===== config.mk =====
export PLATFORM = sky130hd
export DESIGN_NAME = spq_cell
export DESIGN_NICKNAME = d
export VERILOG_FILES = /design/src/hw/rtl/spq_pkg.sv /design/src/hw/rtl/spq_cell.sv
export SDC_FILE = /design/constraint.sdc
export NUM_CORES = 1
export LEC_CHECK = 0
export ABC_AREA = 0
export BUFFER_PORTS_ARGS = -buffer_cell sky130_fd_sc_hd__buf_2
export CORE_AREA = 2 2 129 131
export DETAILED_ROUTE_END_ITERATION = 10
export DIE_AREA = 0 0 131 133
export PLACE_DENSITY = 0.74
export RECOVER_POWER = 50
export SYNTH_ARGS = -nofsm -noshare
export SYNTH_HDL_FRONTEND = slang
export SYNTH_SLANG_ARGS = --single-unit

===== constraint.sdc =====
create_clock -name i_clk -period 5.1 [get_ports i_clk]
set_input_delay 0.765 -clock i_clk [delete_from_list [all_inputs] [get_ports i_clk]]
set_output_delay 0.765 -clock i_clk [all_outputs]
set_load 0.05 [all_outputs]

===== src/hw/rtl/spq_pkg.sv =====
`timescale 1ns / 1ps
// ----------------------------------------------------------------------------
// Sorted priority queue package
// Shared types, codes and defaults for the sorted priority queue cell chain.
// ----------------------------------------------------------------------------
package spq_pkg;

    localparam int DEF_CAPACITY      = 64;
    localparam int DEF_PAYLOAD_WIDTH = 32;

    localparam logic ACT_INSERT = 1'b0;
    localparam logic ACT_REMOVE = 1'b1;

    typedef struct packed {
        logic               action;
        logic signed [31:0] key;
        logic        [31:0] payload;
    } t_in_item;

    typedef struct packed {
        logic signed [31:0] head_key;
        logic        [31:0] head_payload;
        logic               is_empty;
        logic               is_full;
        logic        [6:0]  entry_count;
        logic               rejected;
    } t_out_item;

    // Command broadcast to every cell of the chain
    typedef struct packed {
        logic               do_ins;
        logic               do_rem;
        logic signed [31:0] key;
    } t_cmd;

endpackage


===== src/hw/rtl/spq_cell.sv =====
`timescale 1ns / 1ps
// ----------------------------------------------------------------------------
// Sorted priority queue cell
// Holds one entry; compares it with the broadcast key and shifts with its
// neighbours on insert (towards the tail) or remove (towards the head).
// ----------------------------------------------------------------------------
module spq_cell #(
    parameter int PAYLOAD_WIDTH = spq_pkg::DEF_PAYLOAD_WIDTH
) (
    input  logic                     i_clk,
    input  logic                     i_rst_n,
    input  spq_pkg::t_cmd            i_cmd,
    input  logic [PAYLOAD_WIDTH-1:0] i_new_payload,
    input  logic                     i_prev_place,
    input  logic                     i_prev_valid,
    input  logic signed [31:0]       i_prev_key,
    input  logic [PAYLOAD_WIDTH-1:0] i_prev_payload,
    input  logic                     i_next_valid,
    input  logic signed [31:0]       i_next_key,
    input  logic [PAYLOAD_WIDTH-1:0] i_next_payload,
    output logic                     o_place,
    output logic                     o_valid,
    output logic signed [31:0]       o_key,
    output logic [PAYLOAD_WIDTH-1:0] o_payload,
    output logic                     o_n_valid,
    output logic signed [31:0]       o_n_key,
    output logic [PAYLOAD_WIDTH-1:0] o_n_payload
);
    import spq_pkg::*;

    logic                     r_valid;
    logic signed [31:0]       r_key;
    logic [PAYLOAD_WIDTH-1:0] r_payload;
    logic                     n_valid;
    logic signed [31:0]       n_key;
    logic [PAYLOAD_WIDTH-1:0] n_payload;

    // New entry belongs here or further up: slot empty or key strictly larger
    assign o_place = !r_valid || (r_key > i_cmd.key);

    // Shift from the previous cell, drop in the new entry, or shift from the next
    always_comb begin
        n_valid   = r_valid;
        n_key     = r_key;
        n_payload = r_payload;
        if (i_cmd.do_ins) begin
            if (i_prev_place) begin
                n_valid   = i_prev_valid;
                n_key     = i_prev_key;
                n_payload = i_prev_payload;
            end else if (o_place) begin
                n_valid   = 1'b1;
                n_key     = i_cmd.key;
                n_payload = i_new_payload;
            end
        end else if (i_cmd.do_rem) begin
            n_valid   = i_next_valid;
            n_key     = i_next_key;
            n_payload = i_next_payload;
        end
    end

    // Valid flag is control state; entry payload needs no reset
    always_ff @(posedge i_clk) begin
        if (!i_rst_n) begin
            r_valid <= 1'b0;
        end else begin
            r_valid <= n_valid;
        end
    end

    always_ff @(posedge i_clk) begin
        r_key     <= n_key;
        r_payload <= n_payload;
    end

    assign o_valid     = r_valid;
    assign o_key       = r_key;
    assign o_payload   = r_payload;
    assign o_n_valid   = n_valid;
    assign o_n_key     = n_key;
    assign o_n_payload = n_payload;

endmodule


# Word level (Yosys, flattened, before mapping)
# Index checks and enable logic that the tools add are counted.
[word_totals] regBits=65 in_bits=199 out_inout_bits=131
[op_classes] order_cmp=1 muxes=12 n_reduce_logical=2
[op_table] operator="$mux W32" n=8
[op_table] operator="$gt A32 B32 Y1" n=1
[op_table] operator="$mux W1" n=4
[op_table] operator="$logic_not A1 Y1" n=1
[op_table] operator="$logic_or A1 B1 Y1" n=1

# Depth between registers and ports, before layout
[logic_depth] ltp_word=5 ltp_mapped=11 mapped_depth_nobuf=9

# Least setup slack after synthesis
# No wires, ideal clock.
[synth_timing] kind="input to output" startpoint="input i_cmd[31] (netlist name)" endpoint="output o_n_key[31]" t_arrival_ns=3.726 setup_slack_ns=0.609 stages=9 n_path_buf=1 cell_sequence="inv_1 > ha_1 > nand4_2 > or4_1 > nor2_2 > a211oi_2 > o21ba_1 > buf_6 > a221oi_1"
[synth_via] elab_chain_len=5
[synth_rtl] item="from (decl)" line="spq_cell.sv:12" source="input spq_pkg::t_cmd i_cmd,"
[synth_rtl] item="$gt A32 B32 Y1" line="spq_cell.sv:39" source="assign o_place = !r_valid || (r_key > i_cmd.key);"
[synth_rtl] item="$logic_or A1 B1 Y1" line="spq_cell.sv:39"
[synth_rtl] item="$mux W32 (*)" line="spq_cell.sv:51" source="end else if (o_place) begin"
[synth_rtl] item="$mux W32 (*)" line="spq_cell.sv:47" source="if (i_prev_place) begin"
[synth_rtl] item="$mux W32 (*)" line="spq_cell.sv:46" source="if (i_cmd.do_ins) begin"
[synth_rtl] item="to (decl)" line="spq_cell.sv:26" source="output logic signed [31:0] o_n_key,"
# Mark *: on every way between the ends. The rest lies on a longest branch, timed or not.

# Worst setup path after layout
[layout_timing] startpoint="input i_cmd[21] (netlist name)" endpoint="output o_n_key[27]"
[layout_via] elab_chain_len=5
[layout_rtl] item="$gt A32 B32 Y1" line="spq_cell.sv:39"
[layout_rtl] item="$logic_or A1 B1 Y1" line="spq_cell.sv:39"
[layout_rtl] item="$mux W32" line="spq_cell.sv:51"
[layout_rtl] item="$mux W32" line="spq_cell.sv:47"
[layout_rtl] item="$mux W32" line="spq_cell.sv:46"
# Every way passes these cells.

==> results.yml <==
pwr:
  ir_drop_mv: 0.215
  p_leak_nw: 3.21
  p_sw_mw: 1.26
  power.density_nw_per_um2: 380
  p_int_mw: 1.35
  netSwitchingFraction_pct: 48.3
  p_seq_share_pct: 25.6
  p_total_mw: 2.61
  pwr-share-comb_pct: 49.6
  power.share.clock_pct: 24.8
routing:
  drt_iter0_drc: 207
  wire_per_inst_microns: 18.5
  final_antenna_net_count: 0
  vias_per_cell: 5.37
  drc: 0
  vias: 5689
  drtPass1Iterations: 5
  drt_wl_total_microns: 19600
global_route:
  grt_pass1_wl_microns: 29000
  grt_pass1_vias: 5703
  grt_use_total_pct: 21.5
  grt-ovfl-total: 0
  grt_max_degree: 66
  antenna_found_initial: 1
synthesis:
  ys_seq_elements: 65
  yosysWarnings: 0
  synth-async-reset-ratio_pct: 0
  synth_edf_count: 0
  synthFlopType: "dfxtp_1"
  avgSynthCellArea_sq_um: 9.80
  ys_types: 38
  syn-num-nets: 757
  synth.cell_area_sq_um: 5160
  synthCells: 526
  yosysSeqAreaShare_pct: 25.2
place:
  port_buffers: 329
  placed_area_sq_um: 6840
  hpwl_microns: 14900
  gp_congestion: 0.824
  place_ws_ns: 0.281
final_layout:
  drive_above_1_share_pct: 46.8
  mostFrequentLayoutCells: "262 x buf_2, 74 x a21oi_1, 67 x inv_1, 67 x clkbuf_1, 65 x dfxtp_1"
  final_util_pct: 42.5
  layout.nets: 1065
  final_cell_area_sq_um: 6870
  areaGrowthSynthToFinish_pct: 33.2
  mostFrequentLayoutCell: "buf_2"
status:
  violations: "max-capacitance violations, max-slew violations"
  status: "finished, violations left"
die:
  ioPinCount: 330
  start_util_pct: 31.9
  die_area_sq_um: 17400
  core_sq_um: 16200
  die_w_microns: 131
  rows: 47
  die_h_microns: 133
clock_network:
  cts_tree: "built"
  htreeDepth: 3
  cts_setup_buffers: 0
  cts_resized: 0
  clk_pin_slew_ns: 0.05
  clkLatencyLatePin_ns: 0.34
  clockBufferDepth: 2
  ctsHoldBuffers: 0
  root_buffer: "clkbuf_16"
  clkSinkCount: 65
  cts_inserted_buffers: 9
sta:
  setup_slack_ns: 0.464
  fin_worst_skew_ns: 0.00798
  max_freq_mhz: 216
  period_minus_slack_ns: 4.64
  hold_violations: 0
  max_slew_margin_pct: -21.6
  setup_viol: 0
  tns_ns: 0
  rsz0062_at_grt: "no"
  worst_pin_slew_ns: 1.82
  period_share_pct: 90.9
  drv_slew: 66
worst_setup_path:
  end_kind: "primary output"
  cp.required_ns: 4.34
  crit_fanout: 46
  crit_type: "primary input to primary output"
  regToRegSetupSlack_ns: 1.89
  start_kind: "primary input"
  arrival_ns: 3.87
run:
  drv_cap: 1
min_path:
  hold_path_class: "register to register"
[Yosys cell counts (2+ instances only)]
library cell	count	area [sq um]
dfxtp_1	65	1300
mux2_2	63	709
ha_1	32	400
a211oi_1	2	15.0
o22ai_1	63	394
inv_1	67	251
nor4_1	2	12.5
nor2b_1	2	12.5
buf_12	12	240
a21oi_1	74	370
o21ai_0	7	35.0
nand2_1	8	30.0
a21o_1	2	15.0
nor2_1	5	18.8
a221oi_2	55	826
buf_1	2	7.51
clkbuf_1	27	101
buf_6	2	22.5
a221oi_4	6	158
a221oi_1	4	35.0
nand3_1	2	10.0
nand4_1	8	50.1
[sequential cells by signal, summed over array words and instances (netlist names)]
register   flops
o_key         32
o_payload     32
o_valid        1
[path summary, 6_finish.rpt]
| kind | start | to | depth (start not counted) |
|---|---|---|---|
| max | i_cmd[21] | o_n_key[27] | 12 |
| min reg2reg | o_payload[1] | o_payload[1] | 2 |
| min | o_payload[1] | o_payload[1] | 2 |
| max reg2reg | o_key[21] | o_key[27] | 9 |
[logic make-up after synthesis]
kind of cell    share of synthesized area, %
mux                                     13.8
fa+ha+maj                               7.77
buf+inv                                 12.1
compound gates                          37.4
flops                                   25.2
simple gates                            3.76
[through the flow]
stage / instances / hold WS [ns]
3_3_place_gp: 1043 / 0.565
6_report: 1060 / 0.582
2_1_floorplan: 526 / 0.887
4_1_cts: 1059 / 0.582
5_1_grt: 1060 / 0.611
3_5_place_dp: 1043 / 0.574
[final cells by class]
cell class | count | area [sq um]
Fill cell | 1658 | 9300
Multi-Input combinational cell | 351 | 3060
Timing Repair Buffer | 340 | 1670
Sequential cell | 65 | 1300
Tap cell | 220 | 275
Clock buffer | 12 | 256
Inverter | 67 | 251
Clock inverter | 4 | 51.3
Antenna cell | 1 | 2.50
[power groups by stage]
stage          clock network, mW  registers, mW  logic [mW]
2_1_floorplan                  0          0.940       0.754
3_3_place_gp                   0          0.673        1.34
3_5_place_dp                   0          0.676        1.35
4_1_cts                    0.668          0.666        1.36
5_1_grt                    0.687          0.682        1.37
6_report                   0.649          0.669        1.30
[worst max-delay path: stages]
cell	delay (ns)
buf_2	0.07
inv_1	0.05
ha_1	0.35
a21oi_1	0.17
o21ai_0	0.12
a221oi_2	0.34
nand4_1	0.16
a211oi_2	0.39
o21ba_4	0.74
buf_4	0.36
a221oi_2	0.10
buf_2	0.24
[metal layers]
metal | vias to the layer above | share of wire (%) | track usage, %
met5 | - | 0 | 0
met4 | 0 | 2.5 | 7.92
met3 | 38 | 8.5 | 6.79
met2 | 293 | 50 | 38.5
met1 | 2686 | 39 | 23.2
li1 | 2672 | - | -
Power figures use the tool's default switching activity.
